--- src/rtl/sps_pkg.sv ---
// ----------------------------------------------------------------------------
// sps_pkg: shared types and constants of the substring position search.
// Holds the register map and the control bundle that drives each cell.
// ----------------------------------------------------------------------------
package sps_pkg;

   localparam int ByteW     = 8;
   localparam int PatBytes  = 16;
   localparam int CfgLenW   = 5;
   localparam int CsrIndexW = 2;
   localparam int CsrDataW  = 64;
   localparam int PosW      = 16;

   typedef enum logic [CsrIndexW-1:0] {
      CSR_PATTERN_LOW    = 2'd0,
      CSR_PATTERN_HIGH   = 2'd1,
      CSR_PATTERN_LENGTH = 2'd2,
      CSR_FIND_LAST      = 2'd3
   } csr_index_type;

   typedef struct packed {
      logic             shift;
      logic             active;
      logic [ByteW-1:0] expected;
   } cell_ctrl_type;

endpackage

--- src/rtl/sps_cell.sv ---
// ----------------------------------------------------------------------------
// sps_cell: one window cell of the substring position search.
// Holds one buffer byte, passes it on to its neighbor on every transfer and
// compares the byte it takes in with the pattern byte it is given.
// ----------------------------------------------------------------------------
module sps_cell (
   input  logic                       clock,
   input  sps_pkg::cell_ctrl_type     ctrl,
   input  logic [sps_pkg::ByteW-1:0]  byte_in,
   output logic [sps_pkg::ByteW-1:0]  byte_out,
   output logic                       hit
);
   import sps_pkg::*;

   logic [ByteW-1:0] window_ff;
   logic [ByteW-1:0] window_in;

   assign window_in = ctrl.shift ? byte_in : window_ff;
   assign hit       = !ctrl.active || (window_in == ctrl.expected);
   assign byte_out  = window_ff;

   always_ff @(posedge clock) begin
      window_ff <= window_in;
   end

endmodule

--- src/rtl/substring_position_search.sv ---
// ----------------------------------------------------------------------------
// substring_position_search: streaming search for a pattern of up to 16 bytes.
// Throughput is one item per clock unless a closing item meets a held result;
// a closing item's result is in the output register the cycle after transfer.
// The cell chain compares every window position with the pattern in parallel.
// Synchronous reset clears the CSRs, the counters and the result valid only.
// ----------------------------------------------------------------------------
module substring_position_search #(
   parameter int MAX_PATTERN = 16,
   parameter int MAX_BUFFER  = 65536
) (
   input  logic                          clock,
   input  logic                          reset,
   input  logic                          req_valid,
   output logic                          req_stall,
   input  logic [sps_pkg::ByteW-1:0]     req_data_byte,
   input  logic                          req_byte_present,
   input  logic                          req_buffer_end,
   output logic                          rsp_valid,
   input  logic                          rsp_stall,
   output logic                          rsp_found,
   output logic [sps_pkg::PosW-1:0]      rsp_match_start,
   output logic                          rsp_length_overflow,
   input  logic                          csr_valid,
   output logic                          csr_ready,
   input  logic [sps_pkg::CsrIndexW-1:0] csr_index,
   input  logic [sps_pkg::CsrDataW-1:0]  csr_data
);
   import sps_pkg::*;

   localparam int CntW  = $clog2(MAX_BUFFER + 1);
   localparam int LenW  = ($clog2(MAX_PATTERN + 1) > CfgLenW) ?
                          $clog2(MAX_PATTERN + 1) : CfgLenW;
   localparam int DiffW = (CntW > LenW) ? CntW : LenW;

   logic [CsrDataW-1:0] pat_low_ff;
   logic [CsrDataW-1:0] pat_high_ff;
   logic [CfgLenW-1:0]  pat_len_ff;
   logic                find_last_ff;

   logic [CntW-1:0]     count_ff, count_in;
   logic                match_seen_ff, match_seen_in;
   logic [PosW-1:0]     match_pos_ff, match_pos_in;
   logic                ovf_ff, ovf_in;

   logic                rsp_valid_ff, rsp_valid_in;
   logic                rsp_found_ff, rsp_found_in;
   logic [PosW-1:0]     rsp_start_ff, rsp_start_in;
   logic                rsp_ovf_ff, rsp_ovf_in;

   logic [2*CsrDataW-1:0] pat_vec;
   logic [LenW-1:0]       pat_len_ext;
   logic [LenW-1:0]       used_len;

   logic                  req_fire, close, full, take;
   logic [CntW-1:0]       count_nx;
   logic [DiffW-1:0]      diff;
   logic [PosW-1:0]       diff_clip, count_clip;
   logic                  all_hit, hit_now, upd;
   logic                  match_nx, ovf_nx;
   logic [PosW-1:0]       pos_nx;

   cell_ctrl_type         ctrl   [MAX_PATTERN];
   logic [ByteW-1:0]      chain  [MAX_PATTERN];
   logic [MAX_PATTERN-1:0] hits;

   assign pat_vec     = {pat_high_ff, pat_low_ff};
   assign pat_len_ext = LenW'(pat_len_ff);
   assign used_len    = (pat_len_ext > LenW'(MAX_PATTERN)) ? LenW'(MAX_PATTERN) : pat_len_ext;

   assign req_fire  = req_valid && !req_stall;
   assign req_stall = rsp_valid_ff && rsp_stall && req_buffer_end;
   assign close     = req_fire && req_buffer_end;
   assign full      = (count_ff >= CntW'(MAX_BUFFER));
   assign take      = req_fire && req_byte_present && !full;

   for (genvar k = 0; k < MAX_PATTERN; k++) begin : g_cell
      logic [LenW-1:0] idx;
      assign idx = used_len - LenW'(k + 1);
      assign ctrl[k].shift    = take;
      assign ctrl[k].active   = (LenW'(k) < used_len);
      assign ctrl[k].expected = (idx < LenW'(PatBytes)) ?
                                pat_vec[idx[3:0]*ByteW +: ByteW] : '0;
      if (k == 0) begin : g_head
         sps_cell u_cell (
            .clock    (clock),
            .ctrl     (ctrl[k]),
            .byte_in  (req_data_byte),
            .byte_out (chain[k]),
            .hit      (hits[k])
         );
      end else begin : g_body
         sps_cell u_cell (
            .clock    (clock),
            .ctrl     (ctrl[k]),
            .byte_in  (chain[k-1]),
            .byte_out (chain[k]),
            .hit      (hits[k])
         );
      end
   end

   assign all_hit  = &hits;
   assign count_nx = take ? (count_ff + CntW'(1)) : count_ff;
   assign diff     = DiffW'(count_nx) - DiffW'(used_len);

   if (DiffW > PosW) begin : g_diff_sat
      assign diff_clip = (diff > DiffW'({PosW{1'b1}})) ? {PosW{1'b1}} : diff[PosW-1:0];
   end else begin : g_diff_ext
      assign diff_clip = PosW'(diff);
   end

   if (CntW > PosW) begin : g_cnt_sat
      assign count_clip = (count_nx > CntW'({PosW{1'b1}})) ? {PosW{1'b1}} : count_nx[PosW-1:0];
   end else begin : g_cnt_ext
      assign count_clip = PosW'(count_nx);
   end

   assign hit_now  = take && (used_len != '0) &&
                     (DiffW'(count_nx) >= DiffW'(used_len)) && all_hit;
   assign upd      = hit_now && (find_last_ff || !match_seen_ff);
   assign match_nx = match_seen_ff || upd;
   assign pos_nx   = upd ? diff_clip : match_pos_ff;
   assign ovf_nx   = ovf_ff || (req_fire && req_byte_present && full);

   always_comb begin
      count_in      = count_nx;
      match_seen_in = match_nx;
      match_pos_in  = pos_nx;
      ovf_in        = ovf_nx;
      rsp_valid_in  = rsp_valid_ff && rsp_stall;
      rsp_found_in  = rsp_found_ff;
      rsp_start_in  = rsp_start_ff;
      rsp_ovf_in    = rsp_ovf_ff;
      if (close) begin
         count_in      = '0;
         match_seen_in = 1'b0;
         match_pos_in  = '0;
         ovf_in        = 1'b0;
         rsp_valid_in  = 1'b1;
         rsp_ovf_in    = ovf_nx;
         if (used_len == '0) begin
            rsp_found_in = 1'b1;
            rsp_start_in = find_last_ff ? count_clip : '0;
         end else begin
            rsp_found_in = match_nx;
            rsp_start_in = match_nx ? pos_nx : '0;
         end
      end
   end

   always_ff @(posedge clock) begin
      if (reset) begin
         pat_low_ff    <= '0;
         pat_high_ff   <= '0;
         pat_len_ff    <= '0;
         find_last_ff  <= 1'b0;
         count_ff      <= '0;
         match_seen_ff <= 1'b0;
         match_pos_ff  <= '0;
         ovf_ff        <= 1'b0;
         rsp_valid_ff  <= 1'b0;
      end else begin
         count_ff      <= count_in;
         match_seen_ff <= match_seen_in;
         match_pos_ff  <= match_pos_in;
         ovf_ff        <= ovf_in;
         rsp_valid_ff  <= rsp_valid_in;
         if (csr_valid && csr_ready) begin
            case (csr_index)
               CSR_PATTERN_LOW:    pat_low_ff   <= csr_data;
               CSR_PATTERN_HIGH:   pat_high_ff  <= csr_data;
               CSR_PATTERN_LENGTH: pat_len_ff   <= csr_data[CfgLenW-1:0];
               CSR_FIND_LAST:      find_last_ff <= csr_data[0];
               default: ;
            endcase
         end
      end
   end

   always_ff @(posedge clock) begin
      rsp_found_ff <= rsp_found_in;
      rsp_start_ff <= rsp_start_in;
      rsp_ovf_ff   <= rsp_ovf_in;
   end

   assign csr_ready           = 1'b1;
   assign rsp_valid           = rsp_valid_ff;
   assign rsp_found           = rsp_found_ff;
   assign rsp_match_start     = rsp_start_ff;
   assign rsp_length_overflow = rsp_ovf_ff;

endmodule

--- config.mk ---
export PLATFORM = sky130hd
export DESIGN_NAME = substring_position_search
export DESIGN_NICKNAME = d
export VERILOG_FILES = /design/src/rtl/sps_pkg.sv /design/src/rtl/sps_cell.sv /design/src/rtl/substring_position_search.sv
export SDC_FILE = /design/constraint.sdc
export NUM_CORES = 1
export LEC_CHECK = 0
export ABC_AREA = 1
export BUFFER_PORTS_ARGS = -buffer_cell sky130_fd_sc_hd__buf_2
export CORE_MARGIN = 2
export CORE_UTILIZATION = 40
export CTS_BUF_LIST = sky130_fd_sc_hd__clkbuf_8
export CTS_CLUSTER_DIAMETER = 80
export DETAILED_ROUTE_END_ITERATION = 16
export PLACE_DENSITY_LB_ADDON = 0.1
export SLEW_MARGIN = 20
export SYNTH_ARGS = -nofsm -noshare
export SYNTH_HDL_FRONTEND = slang
export SYNTH_SLANG_ARGS = --single-unit
--- constraint.sdc ---
create_clock -name clock -period 4.27 [get_ports clock]
set_clock_uncertainty 0.1 [all_clocks]
set_input_delay 0.854 -clock clock [delete_from_list [all_inputs] [get_ports clock]]
set_output_delay 0.854 -clock clock [all_outputs]
set_load 0.02 [all_outputs]
==> impl_results.md <==
- Status: finished clean
- DP HPWL: a little under 100000 um
- Register area: between 6000 and 7000 um2
- CTS Buffer Depth: 3
- Register area share after synthesis: 0.303
- Filler cells: between 5000 and 6000
- Design Area, Final: ~27000 um2
- Synth Area per Inst: 6.07 um2
- DR vias: between 20000 and 30000
- Initial DRC Count: ~4000
- Root Buffer: clkbuf_8
- Synth top area cells: dfxtp_1 (28%), nand3_1 (23%), nand2_1 (14%), o21ai_0 (6.7%), nor2_1 (5.8%)
- Share of flip-flops with an asynchronous set or reset: 0
- Post-synth EDFFs: 18
- Distinct cells, synth: 40
- Cell count after synthesis: 3541
- FP Rows: 84
- Worst Path Required: approximately 4.6 ns
- Port buffer count: 100
- Antenna Cells: 0
- Slew Limit Headroom: 0.385
- Core area: ~53000 um2
- DP Area: 25100 um2
- VDD IR max: roughly 0.29 mV
- Hold buffers post-CTS: 0
- Critical path type: reg -> reg
- CTS Sinks: 316
- CP Depth: 26
- Antenna violations before repair: 2
- Commonest cells after routing, fill and taps aside: nand3_1 (888), nand2_1 (774), nor2_1 (324)
- #FFs+latches synth: around 320
- Max Cap Viol: 0
- Worst reg-to-reg setup slack: 0.10 ns
- # placed instances: 4458
- Hold Crit Class: in -> reg
- Commonest non-fill, non-tap cell in the layout: nand3_1
- Largest net degree at the start of global routing: 143
- H-tree level count: 2
- Depth of the worst register-to-register path: 26
- Worst Hold Path Cells: 3
- Fin Hold WS: 0.308 ns
- Pwr per Cell Area: about 380 nW/um2
- Hold Violations, Final: 0
- Syn Nets: around 3600
- Setup TNS: 0 ns
- Fraction of layout cells with a size suffix above 1: 0.208
- Max stage delay cell, worst path: bufbuf_16
- First-pass GRT wire length: around 170000 um
- Post-route setup slack: 0.103 ns
- Die width: 236 um
- Syn. warnings: 0
- Area Overhead vs Synth: 26.3%
- Least-Margin Pin Slew: about 0.92 ns
- Wire per inst: about 27 um
- Cell taking the most area after synthesis: dfxtp_1
- Critical R2R Launch: pat_len_ext[2]$_SDFFE_PP0P_
- Num CTS Buffers: 57
- Avg Vias per Cell: about 6
- Die Area: roughly 56000 um2
- Total track usage: 0.415
- Multi-input logic area: about 14000 um2
- Buf+Inv Stages, Crit Path: 4
- Clk_lat worst skew: between 0.6 and 0.7 ns
- Max Transition Viols Final: 0
- Gr ovfl total: 0
- Vias in the first global route: between 20000 and 25000
- Routed WL: about 120000 um
- Final net count: 3949
- Crit path time final: 4.17 ns
- DRC violations left: 0
- Effective utilization at floorplan: 0.407
- CTS tree: done
- LEAKAGE: between 10 and 15 nW
- Gpl congestion: 1.17
- CP most frequent cell: nand2_1
- CP delay by family, top: simple AND/OR/NAND/NOR gates
- Post-route ant nets: 0
- Die outline height: around 240 um
- Crit start category: register
- Fin crit share: 0.976
- CP endpoint kind: register
- Final setup vio count: 0
- Synth top area share: 0.278
- Clock transition at path regs: around 0.06 ns
- Drt first pass iters: 9
- Mapped cell area: between 20000 and 25000 um2
- Pre-CTS WS: -0.251 ns
- Max stage delay on crit path: 0.35 ns
- HP Start: csr_data[45]
- I/O pin cnt: between 100 and 150
- Maximum clock rate: between 200 and 250 MHz
- Layout Cells excl Fill: between 4000 and 5000
- Top FF cell, synth: dfxtp_1
- Worst R2R End: rsp_match_start[8]$_DFFE_PP_
- Worst-path fanout max: 20
- Endpoint arrival time on the critical path: approximately 4.5 ns
- Worst hold endpoint: pat_high_ff[45]$_SDFFE_PP0P_
-- timing repair --
item                                    in CTS  in global routing
cloned                                       1                  7
endpoints found under the setup margin      17                 33
pin swaps                                    1                  7
resized for setup                           15                126
endpoints found under the hold margin        0                  0
buffers inserted                             1                  9
-- kinds of logic (layout without fill, tap and decap cells) --
kind of cell             after synthesis  after routing  share of synthesized area
AO/OA/AOI/OAI                        372            372                     0.0889
XOR/XNOR                              28             28                     0.0114
adder cells (fa/ha/maj)               21             21                     0.0126
buffers and inverters                446            795                     0.0831
flip-flops                           316            316                      0.303
multiplexers                           4              4                    0.00186
other                                  1              1                   0.000174
AND/OR/NAND/NOR                     2353           2353                      0.499
-- layout make-up --
class | count | share of cell area
clock inverter | 33 | 0.00737
multi-input combinational | 2779 | 0.507
timing repair buffer | 455 | 0.145
inverter | 238 | 0.0335
sequential | 316 | 0.240
tap | 688 | 0.0317
clock buffer | 69 | 0.0350
-- through the flow --
stage                     utilization  power [mW]
final                           0.513        10.3
after global routing            0.513        10.6
after CTS                       0.498        10.0
after detailed placement        0.474        7.04
after global placement          0.474        7.01
after floorplan                     -        5.30
-- worst max-delay path by stage --
stage,from,endpoint,slack [ns]
floorplan,req_buffer_end,rsp_match_start[4]$_DFFE_PP_,0.03
global placement,req_buffer_end,rsp_match_start[15]$_DFFE_PP_,-0.21
detailed placement,req_buffer_end,rsp_match_start[0]$_DFFE_PP_,-0.25
CTS,pat_len_ext[0]$_SDFFE_PP0P_,rsp_match_start[11]$_DFFE_PP_,0.007
global route,pat_len_ext[2]$_SDFFE_PP0P_,rsp_match_start[8]$_DFFE_PP_,-0.03
finish,pat_len_ext[2]$_SDFFE_PP0P_,rsp_match_start[8]$_DFFE_PP_,0.10
-- Yosys cell counts, types with 2 or more instances --
cell type    n
clkinv_1     8
inv_1      214
nor2_1     332
edfxtp_1    18
clkbuf_1   131
nand2_2      2
nor2_2       3
or2_2      126
nand2_4      2
a21oi_1     52
a31oi_1      4
o21ai_1     14
dfxtp_1    298
xor2_1      22
nand3_1    972
mux2i_1      4
nand3b_1     7
nor2_4       2
buf_6        3
o21ai_0    289
ha_1        20
inv_2       15
o211ai_1     2
buf_4       10
o21a_1       3
nor3_1      10
a22oi_1      3
nand2_1    781
nand4_1    115
xnor2_1      6
buf_2       40
o21bai_1     2
buf_1       24
-- sequential cells by signal, indices dropped and copies added, names as in the netlist, 5 cells and up --
name                           count
pat_low_ff                        64
pat_high_ff                       64
count_ff                          17
pat_len_ext                        5
g_cell.g_body.u_cell.byte_out    120
g_cell.g_head.u_cell.byte_out      8
rsp_match_start                   16
match_pos_ff                      16
-- tightest hold or removal path, cell delays in order --
cell and delay, ns:
buf_2 0.08, nor2_1 0.04, nor2_1 0.08
-- report_power, final --
| part | leakage (nW) | switching (mW) | internal, mW |
|---|---|---|---|
| logic | 9.20 | 2.51 | 1.27 |
| registers | 2.64 | 0.253 | 3.31 |
| clock network | 0.671 | 1.39 | 1.58 |
| total | 12.5 | 4.15 | 6.15 |
-- metal layers --
layer | share of wire | GRT usage | up-vias
met3 | 0.12 | 0.103 | 350
met5 | 0.00014 | 0 | -
met1 | 0.40 | 0.560 | 12900
met2 | 0.40 | 0.593 | 1773
li1 | - | - | 12500
met4 | 0.076 | 0.254 | 2
(Power assumes the default switching activity.)
